<file path="src/hw/rtl/ebalu_pkg.sv">
// ebalu_pkg: shared types for the eight-bit alu with flags
// command codes and the flag register layout
// no dependencies
package ebalu_pkg;

  localparam int unsigned CmdWidth  = 5;
  localparam int unsigned ByteWidth = 8;
  localparam int unsigned BitIdxW   = 3;

  // operation codes carried by the command field
  typedef enum logic [CmdWidth-1:0] {
    CMD_ADD    = 5'd0,
    CMD_ADC    = 5'd1,
    CMD_SUB    = 5'd2,
    CMD_SBC    = 5'd3,
    CMD_AND    = 5'd4,
    CMD_XOR    = 5'd5,
    CMD_OR     = 5'd6,
    CMD_CP     = 5'd7,
    CMD_INC    = 5'd8,
    CMD_DEC    = 5'd9,
    CMD_RLC    = 5'd10,
    CMD_RRC    = 5'd11,
    CMD_RL     = 5'd12,
    CMD_RR     = 5'd13,
    CMD_SLA    = 5'd14,
    CMD_SRA    = 5'd15,
    CMD_SWAP   = 5'd16,
    CMD_SRL    = 5'd17,
    CMD_BIT    = 5'd18,
    CMD_RES    = 5'd19,
    CMD_SET    = 5'd20,
    CMD_RLCA   = 5'd21,
    CMD_RRCA   = 5'd22,
    CMD_RLA    = 5'd23,
    CMD_RRA    = 5'd24,
    CMD_DAA    = 5'd25,
    CMD_CPL    = 5'd26,
    CMD_SCF    = 5'd27,
    CMD_CCF    = 5'd28,
    CMD_LD_A   = 5'd29,
    CMD_LD_F   = 5'd30
  } cmd_e;

  // flag register, z in bit 3 down to c in bit 0
  typedef struct packed {
    logic z;
    logic n;
    logic h;
    logic c;
  } flags_t;

endpackage

</file>
<file path="src/hw/rtl/eight_bit_alu_with_flags_core.sv">
// eight_bit_alu_with_flags_core: top level of the eight-bit alu with flags
// input register, ebalu_exec datapath, accumulator/flag state and result register
// depends on ebalu_pkg and ebalu_exec
//
// usage
//   input channel: in_valid_i/in_ready_o carry one beat of command, operand and
//   bit index. output channel: out_valid_o/out_ready_i carry one beat of the
//   written-back byte, the accumulator and the four flags.
//   every input beat gives exactly one output beat, in order.
//   the result beat passes through the input register and then the result
//   register; a stall on the output side holds it in the input register.
//   throughput: one beat per cycle while the output side is not stalled; the
//   accumulator and flags are read and rewritten combinationally in the execute
//   step between the input register and the result register.
//   the accumulator and flags update when a beat moves from the input register
//   into the result register, so later beats always see earlier results.
//   reset clears both registers' valid bits, the accumulator and the flags.
//   when the receiver stalls, the result register holds its beat, the input
//   register fills, and in_ready_o then drops until the result is taken.
module eight_bit_alu_with_flags_core
  import ebalu_pkg::*;
(
  input  logic                 clk_i,
  input  logic                 rst_ni,
  input  logic                 in_valid_i,
  output logic                 in_ready_o,
  input  logic [CmdWidth-1:0]  command_i,
  input  logic [ByteWidth-1:0] operand_i,
  input  logic [BitIdxW-1:0]   bit_index_i,
  output logic                 out_valid_o,
  input  logic                 out_ready_i,
  output logic [ByteWidth-1:0] value_o,
  output logic [ByteWidth-1:0] accumulator_o,
  output logic                 zero_flag_o,
  output logic                 subtract_flag_o,
  output logic                 half_carry_flag_o,
  output logic                 carry_flag_o
);

  logic                 in_vld_q;
  cmd_e                 cmd_q;
  logic [ByteWidth-1:0] operand_q;
  logic [BitIdxW-1:0]   bit_index_q;

  logic [ByteWidth-1:0] acc_q, acc_d;
  flags_t               flags_q, flags_d;
  logic [ByteWidth-1:0] value_d;

  logic                 out_vld_q;
  logic [ByteWidth-1:0] value_q;
  logic [ByteWidth-1:0] out_acc_q;
  flags_t               out_flags_q;

  logic                 exec_go;
  logic                 in_fire;

  // stage handshake
  assign exec_go    = in_vld_q && (!out_vld_q || out_ready_i);
  assign in_ready_o = !in_vld_q || exec_go;
  assign in_fire    = in_valid_i && in_ready_o;

  // input register
  always_ff @(posedge clk_i or negedge rst_ni) begin
    if (!rst_ni) begin
      in_vld_q <= 1'b0;
    end else if (in_ready_o) begin
      in_vld_q <= in_valid_i;
    end
  end

  always_ff @(posedge clk_i) begin
    if (in_fire) begin
      cmd_q       <= cmd_e'(command_i);
      operand_q   <= operand_i;
      bit_index_q <= bit_index_i;
    end
  end

  // execute
  ebalu_exec u_exec (
    .command_i   (cmd_q),
    .operand_i   (operand_q),
    .bit_index_i (bit_index_q),
    .acc_i       (acc_q),
    .flags_i     (flags_q),
    .value_o     (value_d),
    .acc_o       (acc_d),
    .flags_o     (flags_d)
  );

  // architectural state
  always_ff @(posedge clk_i or negedge rst_ni) begin
    if (!rst_ni) begin
      acc_q   <= '0;
      flags_q <= '0;
    end else if (exec_go) begin
      acc_q   <= acc_d;
      flags_q <= flags_d;
    end
  end

  // result register
  always_ff @(posedge clk_i or negedge rst_ni) begin
    if (!rst_ni) begin
      out_vld_q <= 1'b0;
    end else if (exec_go) begin
      out_vld_q <= 1'b1;
    end else if (out_ready_i) begin
      out_vld_q <= 1'b0;
    end
  end

  always_ff @(posedge clk_i) begin
    if (exec_go) begin
      value_q     <= value_d;
      out_acc_q   <= acc_d;
      out_flags_q <= flags_d;
    end
  end

  assign out_valid_o       = out_vld_q;
  assign value_o           = value_q;
  assign accumulator_o     = out_acc_q;
  assign zero_flag_o       = out_flags_q.z;
  assign subtract_flag_o   = out_flags_q.n;
  assign half_carry_flag_o = out_flags_q.h;
  assign carry_flag_o      = out_flags_q.c;

endmodule

</file>
<file path="src/hw/rtl/ebalu_exec.sv">
// ebalu_exec: combinational datapath of one alu operation
// computes the written-back byte, next accumulator and next flags
// depends on ebalu_pkg
module ebalu_exec
  import ebalu_pkg::*;
(
  input  cmd_e                 command_i,
  input  logic [ByteWidth-1:0] operand_i,
  input  logic [BitIdxW-1:0]   bit_index_i,
  input  logic [ByteWidth-1:0] acc_i,
  input  flags_t               flags_i,
  output logic [ByteWidth-1:0] value_o,
  output logic [ByteWidth-1:0] acc_o,
  output flags_t               flags_o
);

  // rotate and shift kinds, same order for the cb group and the accumulator group
  typedef enum logic [2:0] {
    SH_RLC  = 3'd0,
    SH_RRC  = 3'd1,
    SH_RL   = 3'd2,
    SH_RR   = 3'd3,
    SH_SLA  = 3'd4,
    SH_SRA  = 3'd5,
    SH_SWAP = 3'd6,
    SH_SRL  = 3'd7
  } shift_e;

  // returns {carry out, result byte}
  function automatic logic [ByteWidth:0] shift_byte(input shift_e kind,
                                                    input logic [ByteWidth-1:0] x,
                                                    input logic cin);
    logic [ByteWidth:0] res;
    case (kind)
      SH_RLC:  res = {x[7], x[6:0], x[7]};
      SH_RRC:  res = {x[0], x[0], x[7:1]};
      SH_RL:   res = {x[7], x[6:0], cin};
      SH_RR:   res = {x[0], cin, x[7:1]};
      SH_SLA:  res = {x[7], x[6:0], 1'b0};
      SH_SRA:  res = {x[0], x[7], x[7:1]};
      SH_SWAP: res = {1'b0, x[3:0], x[7:4]};
      SH_SRL:  res = {x[0], 1'b0, x[7:1]};
      default: res = {1'b0, x};
    endcase
    return res;
  endfunction

  logic [ByteWidth-1:0] a, b;
  logic                 cin;
  logic                 ci_add, ci_sub;
  logic [ByteWidth:0]   sum9, diff9;
  logic [4:0]           hsum, hdiff;
  logic [ByteWidth-1:0] inc_r, dec_r;
  shift_e               kind_cb, kind_acc;
  logic [ByteWidth:0]   sh_cb, sh_acc;
  logic [ByteWidth-1:0] bit_mask;
  logic [ByteWidth-1:0] daa_r;
  logic                 daa_c;

  assign a   = acc_i;
  assign b   = operand_i;
  assign cin = flags_i.c;

  // adder and subtractor, carry-in only for the with-carry forms
  assign ci_add = (command_i == CMD_ADC) ? cin : 1'b0;
  assign ci_sub = (command_i == CMD_SBC) ? cin : 1'b0;
  assign sum9   = {1'b0, a} + {1'b0, b} + {{ByteWidth{1'b0}}, ci_add};
  assign hsum   = {1'b0, a[3:0]} + {1'b0, b[3:0]} + {4'b0, ci_add};
  assign diff9  = {1'b0, a} - {1'b0, b} - {{ByteWidth{1'b0}}, ci_sub};
  assign hdiff  = {1'b0, a[3:0]} - {1'b0, b[3:0]} - {4'b0, ci_sub};

  assign inc_r = b + 8'd1;
  assign dec_r = b - 8'd1;

  // rotate unit for the operand and for the accumulator
  assign kind_cb  = shift_e'(3'(command_i - CMD_RLC));
  assign kind_acc = shift_e'(3'(command_i - CMD_RLCA));
  assign sh_cb    = shift_byte(kind_cb, b, cin);
  assign sh_acc   = shift_byte(kind_acc, a, cin);

  assign bit_mask = 8'(1) << bit_index_i;

  // decimal adjust, corrections picked from the unadjusted accumulator
  always_comb begin
    daa_r = a;
    daa_c = flags_i.c;
    if (!flags_i.n) begin
      if (flags_i.c || (a > 8'h99)) begin
        daa_r = daa_r + 8'h60;
        daa_c = 1'b1;
      end
      if (flags_i.h || (a[3:0] > 4'h9)) begin
        daa_r = daa_r + 8'h06;
      end
    end else begin
      if (flags_i.c) begin
        daa_r = daa_r - 8'h60;
      end
      if (flags_i.h) begin
        daa_r = daa_r - 8'h06;
      end
    end
  end

  // operation select
  always_comb begin
    value_o = a;
    acc_o   = a;
    flags_o = flags_i;
    case (command_i)
      CMD_ADD, CMD_ADC: begin
        acc_o   = sum9[7:0];
        value_o = sum9[7:0];
        flags_o = '{z: (sum9[7:0] == 8'h00), n: 1'b0, h: hsum[4], c: sum9[8]};
      end
      CMD_SUB, CMD_SBC: begin
        acc_o   = diff9[7:0];
        value_o = diff9[7:0];
        flags_o = '{z: (diff9[7:0] == 8'h00), n: 1'b1, h: hdiff[4], c: diff9[8]};
      end
      CMD_CP: begin
        flags_o = '{z: (diff9[7:0] == 8'h00), n: 1'b1, h: hdiff[4], c: diff9[8]};
      end
      CMD_AND: begin
        acc_o   = a & b;
        value_o = a & b;
        flags_o = '{z: ((a & b) == 8'h00), n: 1'b0, h: 1'b1, c: 1'b0};
      end
      CMD_XOR: begin
        acc_o   = a ^ b;
        value_o = a ^ b;
        flags_o = '{z: ((a ^ b) == 8'h00), n: 1'b0, h: 1'b0, c: 1'b0};
      end
      CMD_OR: begin
        acc_o   = a | b;
        value_o = a | b;
        flags_o = '{z: ((a | b) == 8'h00), n: 1'b0, h: 1'b0, c: 1'b0};
      end
      CMD_INC: begin
        value_o = inc_r;
        flags_o = '{z: (inc_r == 8'h00), n: 1'b0, h: (b[3:0] == 4'hF), c: flags_i.c};
      end
      CMD_DEC: begin
        value_o = dec_r;
        flags_o = '{z: (dec_r == 8'h00), n: 1'b1, h: (b[3:0] == 4'h0), c: flags_i.c};
      end
      CMD_RLC, CMD_RRC, CMD_RL, CMD_RR, CMD_SLA, CMD_SRA, CMD_SWAP, CMD_SRL: begin
        value_o = sh_cb[7:0];
        flags_o = '{z: (sh_cb[7:0] == 8'h00), n: 1'b0, h: 1'b0, c: sh_cb[8]};
      end
      CMD_RLCA, CMD_RRCA, CMD_RLA, CMD_RRA: begin
        acc_o   = sh_acc[7:0];
        value_o = sh_acc[7:0];
        flags_o = '{z: 1'b0, n: 1'b0, h: 1'b0, c: sh_acc[8]};
      end
      CMD_BIT: begin
        value_o = b;
        flags_o = '{z: ((b & bit_mask) == 8'h00), n: 1'b0, h: 1'b1, c: flags_i.c};
      end
      CMD_RES: begin
        value_o = b & ~bit_mask;
      end
      CMD_SET: begin
        value_o = b | bit_mask;
      end
      CMD_DAA: begin
        acc_o   = daa_r;
        value_o = daa_r;
        flags_o = '{z: (daa_r == 8'h00), n: flags_i.n, h: 1'b0, c: daa_c};
      end
      CMD_CPL: begin
        acc_o   = ~a;
        value_o = ~a;
        flags_o = '{z: flags_i.z, n: 1'b1, h: 1'b1, c: flags_i.c};
      end
      CMD_SCF: begin
        flags_o = '{z: flags_i.z, n: 1'b0, h: 1'b0, c: 1'b1};
      end
      CMD_CCF: begin
        flags_o = '{z: flags_i.z, n: 1'b0, h: 1'b0, c: ~flags_i.c};
      end
      CMD_LD_A: begin
        acc_o   = b;
        value_o = b;
      end
      CMD_LD_F: begin
        flags_o = flags_t'(b[7:4]);
      end
      default: begin
        value_o = a;
      end
    endcase
  end

endmodule

</file>
<file path="config.mk">
export PLATFORM = sky130hd
export DESIGN_NAME = eight_bit_alu_with_flags_core
export DESIGN_NICKNAME = d
export VERILOG_FILES = /design/src/hw/rtl/ebalu_pkg.sv /design/src/hw/rtl/eight_bit_alu_with_flags_core.sv /design/src/hw/rtl/ebalu_exec.sv
export SDC_FILE = /design/constraint.sdc
export NUM_CORES = 1
export LEC_CHECK = 0
export BUFFER_PORTS_ARGS = -buffer_cell sky130_fd_sc_hd__buf_2
export CAP_MARGIN = 10
export CELL_PAD_IN_SITES_DETAIL_PLACEMENT = 1
export CELL_PAD_IN_SITES_GLOBAL_PLACEMENT = 2
export CORE_MARGIN = 2
export CORE_UTILIZATION = 38
export CTS_BUF_LIST = sky130_fd_sc_hd__clkbuf_8
export CTS_CLUSTER_SIZE = 16
export DETAILED_ROUTE_END_ITERATION = 10
export PLACE_DENSITY = 0.94
export RECOVER_POWER = 25
export SKIP_LAST_GASP = 1
export SYNTH_ARGS = -nofsm -noshare
export SYNTH_HDL_FRONTEND = slang
export SYNTH_SLANG_ARGS = --single-unit
</file>
<file path="constraint.sdc">
create_clock -name clk_i -period 4.2 [get_ports clk_i]
set_input_delay 0.42 -clock clk_i [delete_from_list [all_inputs] [get_ports clk_i]]
set_output_delay 0.42 -clock clk_i [all_outputs]
set_load 0.05 [all_outputs]
</file>
After elaboration in Yosys (flattened, before gate mapping)
Index checks and enable logic that the tools add are counted.
{"block": "word_totals", "reg_bits": 50, "inputBits": 20, "elab_cells": 136, "output_inout_bits": 22}
{"block": "op_classes", "reduce_logical": 29, "add_sub_neg": 16, "bitwise_logic": 9, "shifts": 1, "mux": 18, "n_eq_ne": 45, "magnitude_cmp": 2}
{"operator": "9-bit case mux with 8 select lines", "n": 2}
{"operator": "8-bit case mux with 14 select lines", "n": 1}
{"operator": "8-bit zero test", "n": 10}
{"operator": "5-bit == test (second input constant)", "n": 15}
{"operator": "8-bit case mux with 9 select lines", "n": 1}
{"operator": "4-bit case mux with 15 select lines", "n": 1}
{"operator": "8-bit two-way mux", "n": 7}
{"operator": "5-bit by 4-bit == test with 1-bit output (second input constant)", "n": 8}
{"operator": "8-bit AND", "n": 3}
{"operator": "3-bit == test (second input constant)", "n": 8}
{"operator": "5-bit by 3-bit == test with 1-bit output (second input constant)", "n": 4}
{"operator": "8-bit inverter", "n": 2}
{"operator": "8-bit OR", "n": 2}
{"operator": "3-bit by 2-bit == test with 1-bit output (second input constant)", "n": 4}
{"operator": "5-bit by 2-bit == test with 1-bit output (second input constant)", "n": 2}
{"operator": "8-bit by 8-bit adder with 9-bit output", "n": 1}
{"operator": "9-bit by 1-bit adder with 9-bit output", "n": 1}
{"operator": "8-bit by 8-bit subtractor with 9-bit output", "n": 1}
{"operator": "9-bit by 1-bit subtractor with 9-bit output", "n": 1}
{"operator": "8-bit by 1-bit adder with 8-bit output (second input constant)", "n": 1}
{"operator": "8-bit by 3-bit adder with 8-bit output (second input constant)", "n": 1}
{"operator": "8-bit by 7-bit adder with 8-bit output (second input constant)", "n": 1}
{"operator": "8-bit greater-than comparator (second input constant)", "n": 1}
{"operator": "8-bit OR reduction", "n": 1}
{"operator": "other kinds (27)", "n": 41}

Logic depth before layout (Yosys ltp)
{"block": "depth", "depth_word": 9, "ltp_mapped": 15, "ltp_nobuf": 12}

Cells and area by module
Synthesis repeated with hierarchy kept, for this count alone.
{"block": "unflattened", "hier_cells": 677, "area_unflattened_um2": 5664.2}
{"mod": "ebalu_exec", "seq_area_each_um2": 0.0, "cells_per_inst": 607, "area_each_um2": 3987.6, "n_inst": 1}
{"mod": "eight_bit_alu_with_flags_core", "seq_area_each_um2": 1431.4, "cells_per_inst": 70, "area_each_um2": 1676.6, "n_inst": 1}

Worst setup path after synthesis
OpenSTA, ideal clock, no wires.
{"block": "synth_timing", "path_kind": "register to register", "start": "register cmd_q[0]", "end": "register value_q[6] (netlist: value_o[6]), data pin", "arrival_time_ps": 3466, "required_time_ps": 3928, "n_path_buf": 4, "path_stages_with_launch": 14, "setup_time_ps": 272, "setup_slack_ps": 462, "synth_period_minus_slack_ps": 3738, "path_cell_list": "edfxtp_1 -> buf_4 -> buf_2 -> buf_4 -> buf_2 -> nand4_1 -> fa_1 -> fa_1 -> o21a_1 -> o22ai_1 -> xnor2_1 -> a221oi_1 -> o221ai_1 -> or4_1"}
{"block": "synth_between", "elab_chain_len": 4, "word_cells_on_any_way": 57, "cone_classes": "4 x add/sub; 40 x eq/ne; 5 x mux; 8 x reduce/logical"}
{"element": "from (decl)", "line_no": "eight_bit_alu_with_flags_core.sv:41", "source": "cmd_e cmd_q;"}
{"element": "from (signal assigned)", "line_no": "eight_bit_alu_with_flags_core.sv:73", "source": "cmd_q <= cmd_e'(command_i);"}
{"element": "5-bit by 2-bit == test with 1-bit output (tied with other cells)", "line_no": "ebalu_exec.sv:66, ebalu_exec.sv:110"}
{"element": "1-bit two-way mux (tied with other cells)", "line_no": "ebalu_exec.sv:66", "source": "assign ci_sub = (command_i == CMD_SBC) ? cin : 1'b0;"}
{"element": "9-bit by 1-bit subtractor with 9-bit output (tied with other cells)", "line_no": "ebalu_exec.sv:69", "source": "assign diff9 = {1'b0, a} - {1'b0, b} - {{ByteWidth{1'b0}}, ci_sub};"}
{"element": "8-bit case mux with 14 select lines (*)", "line_no": "ebalu_exec.sv:110", "source": "case (command_i)"}
{"element": "via u_exec.value_o[6]", "line_no": "ebalu_exec.sv:12", "source": "output logic [ByteWidth-1:0] value_o,"}
{"element": "to (signal assigned)", "line_no": "eight_bit_alu_with_flags_core.sv:115", "source": "value_q <= value_d;"}
{"element": "to (decl)", "line_no": "eight_bit_alu_with_flags_core.sv:50", "source": "logic [ByteWidth-1:0] value_q;"}
The timed path passes the listed nets; every way through them passes the cells marked *.
A chain may end at the register's enable or synchronous reset.

Final worst setup path
{"block": "layout_timing", "start": "register cmd_q[2]", "end": "register value_q[6] (netlist: value_o[6]), data pin"}
Same word-level chain as after synthesis.

==> impl_results.md <==
- Outcome: finished, final reports clean
- Max_cap viols: 0
- Final period util: 87.57%
- Initial Util: 38.50%
- Fmax: 271.9 MHz
- Chip Width: 127.4 um
- Crit path buf inv count: 0
- Port bufs: 41
- FFs w/ async S/R, synth: 28.00%
- Post-CTS setup buffers: 0
- Minimum clock period: 3.678 ns
- Area leader, netlist: edfxtp_1
- Clock sink count: 50
- Crit Path Class: reg -> reg
- Register area: 0.001431 mm2
- Final clock skew: 0.01072 ns
- Site Rows: 45
- Fillers: 1825
- Synth Area in Simple Gates: 25.72%
- Hold WC Path Type: in -> async
- Antenna Nets Post-Route: 0
- Final Hold Viols: 0
- R2R setup slack: 0.52 ns
- DR vias/cell: 6.656
- Initial DRC count: 772
- Share of the synthesized area in the top cell type: 18.68%
- Crit path max fanout: 4
- Largest family of logic cells by synthesized area: simple AND/OR/NAND/NOR gates
- DR WL/cell: 25.83 um
- Via count: 6084
- Critical-path cell list: nor2_1 -> nand4_1 -> fa_1 -> fa_1 -> o21a_1 -> o22ai_1 -> xnor2_1 -> a221oi_1 -> o221ai_1 -> or4_1
- Placer congestion estimate: 1.012
- Synthesized flop and latch total: 50
- Fraction of layout instances using a drive strength above 1: 13.22%
- CP dominant cell by count: fa_1
- CTS Hold Bufs: 0
- Final Cell Area: 0.006225 mm2
- Final HPWL DP: 17450 um
- Slowest cell on crit path: or4_1
- Final WL: 23610 um
- Core Region: 0.01503 mm2
- Register area share after synthesis: 24.73%
- Final #Nets: 788
- VDD IR-drop max: 0.2605 mV
- Post-route DRC: 0
- Antenna violations before repair: 0
- Overall power: 3.322 mW
- Family with the most delay on the worst path: simple AND/OR/NAND/NOR gates
- Total die area: 0.01623 mm2
- Final setup vio count: 0
- Unrepaired setup endpoints after global routing: false
- # diodes: 0
- Setup TNS: 0 ns
- Worst EP arrival: 3.76 ns
- CTS clock-pin slew for the worst setup and hold paths: 0.11 ns
- Placed insts: 906
- Slew margin rel.: 25.77%
- Top FF cell, synth: edfxtp_1
- Xor-xnor portion of the synthesized cell area: 3.934%
- Fin. max-slew vios: 0
- Pwr dens: 533.6 mW/mm2
- Grt ovf: 0
- Mux cell area share after synthesis: 3.610%
- Post-synth EDFFs: 36
- Drt pass-1 iters: 5
- Largest net degree at the start of global routing: 61
- WHS: 0.1833 ns
- Non-Filler Instances: 914
- Worst setup SP type: flip-flop
- Biggest cell delay along the critical path: 0.58 ns
- Worst skew pair latency: 0.33 ns
- Syn-to-layout area delta: 7.544%
- Total track usage: 29.08%
- CTS Buf Count: 5
- Root Driver: clkbuf_8
- Max clock buf depth: 2
- CTS H-Tree Depth: 2
- I/O pin count: 42
- CTS resizes: 0
- CTS tree: yes
- Actual slew at the worst max-slew pin: 1.105 ns
- Die height: 127.4 um
- Leakage: 2.407 nW
- Yosys Warn Count: 0
- Compound-Gate Fraction of Synth Area: 24.84%
- Number of library cell types mapped by synthesis: 84
- First-pass GRT wire length: 36440 um
- CP endpoint kind: flip-flop
- Mean Syn Cell Area: 8.141 um2
- Syn Nets: 774
- Vias in the first global route: 6149
- Post-Syn Area: 0.005788 mm2
- Dpl cell area: 0.006115 mm2
- Synthesized instance count: 711
- CP required: 4.28 ns
- Synth Area in Adders: 9.814%
- Multi-input gate area: 0.003931 mm2
- Synth top area cells: edfxtp_1 19%, ha_1 8.4%, dfrtp_1 6.1%
[stage by stage]
step | setup slack [ns] | util (%)
global route | 0.3376 | 41.41
global placement | 0.7065 | 40.67
finish | 0.5220 | 41.41
CTS | 0.5645 | 41.41
floorplan | 0.4623 | -
detailed placement | 0.5763 | 40.67
[cell usage after synthesis, types with 8 or more instances]
cell type	count
and2_1	11
a211oi_1	10
nand2b_1	14
xnor2_1	19
o22ai_1	9
nor2b_1	15
o221ai_1	8
nand2_1	56
edfxtp_1	36
or3_1	10
mux2i_1	13
o21ai_0	37
nor4_1	13
a221oi_1	9
ha_1	39
a21o_1	8
nand4_1	15
a31oi_1	12
inv_1	32
a21oi_1	27
clkbuf_1	20
o211ai_1	13
nor3_1	16
buf_2	28
a221o_1	8
nand3_1	22
dfrtp_1	14
nor2_1	58
[report_power, final]
| group | switching [mW] | total [mW] | internal, mW |
|---|---|---|---|
| Clock | 0.184 | 0.362 | 0.178 |
| Sequential | 0.0939 | 0.742 | 0.648 |
| Combinational | 1.47 | 2.22 | 0.751 |
| Total | 1.74 | 3.32 | 1.58 |
[layout make-up]
type	count	share of cell area (%)
Inverter	35	2.111
Tap cell	188	3.779
Clock inverter	3	0.6834
Multi-Input combinational cell	568	63.16
Clock buffer	5	1.106
Sequential cell	50	22.99
Timing Repair Buffer	65	6.171
[state kept, by name, indices dropped and copies added, names as in the netlist]
signal             count
half_carry_flag_o      1
bit_index_q            3
flags_q                4
accumulator_o          8
operand_q              8
subtract_flag_o        1
zero_flag_o            1
out_valid_o            1
value_o                8
in_vld_q               1
acc_q                  8
cmd_q                  5
carry_flag_o           1
[worst paths after layout]
kind                                start              to  cells past startpoint
max                              cmd_q[2]      value_o[6]                     10
min                                rst_ni        acc_q[5]                      1
max reg2reg                      cmd_q[2]      value_o[6]                     10
min reg2reg                      in_vld_q     out_valid_o                      1
max in group asynchronous          rst_ni        acc_q[4]                      1
min in group clk_i         bit_index_i[0]  bit_index_q[0]                      1
[cells by family (layout without fill, tap and decap cells)]
group / after synthesis / after routing
AND/OR/NAND/NOR: 277 / 277
AO/OA/AOI/OAI: 202 / 202
buffers and inverters: 93 / 108
flip-flops: 50 / 50
adder cells (fa/ha/maj): 43 / 43
XOR/XNOR: 26 / 26
multiplexers: 20 / 20
[worst register-to-register path, stage by stage, from the launching register on]
cell and delay (ns):
edfxtp_1 0.41, nor2_1 0.26, nand4_1 0.16, fa_1 0.44
fa_1 0.47, o21a_1 0.24, o22ai_1 0.23, xnor2_1 0.13
a221oi_1 0.28, o221ai_1 0.23, or4_1 0.58
[cell usage in the layout (no fill, tap or decap), types with 9 or more instances in the layout]
cell type,Yosys,layout
nand4_1,15,15
nor2b_1,15,15
xnor2_1,19,19
nand2_1,56,56
o211ai_1,13,13
buf_4,5,24
a221oi_1,9,9
nor4_1,13,13
buf_2,28,40
ha_1,39,39
and2_1,11,11
o22ai_1,9,9
edfxtp_1,36,36
nand3_1,22,22
dfrtp_1,14,14
inv_1,32,32
a211oi_1,10,10
nand2b_1,14,14
or3_1,10,10
a21oi_1,27,27
nor2_1,58,58
mux2i_1,13,13
o21ai_0,37,37
a31oi_1,12,12
nor3_1,16,16
[routing by layer]
metal | part of all wire (%) | up-vias | track usage, %
met4 | 3.5 | 0 | 9.567
met3 | 9.0 | 63 | 5.528
met1 | 43 | 2999 | 39.91
met2 | 45 | 323 | 46.08
li1 | - | 2699 | -
met5 | 0 | - | 0
No activity file was read; power rests on OpenSTA's default activity.
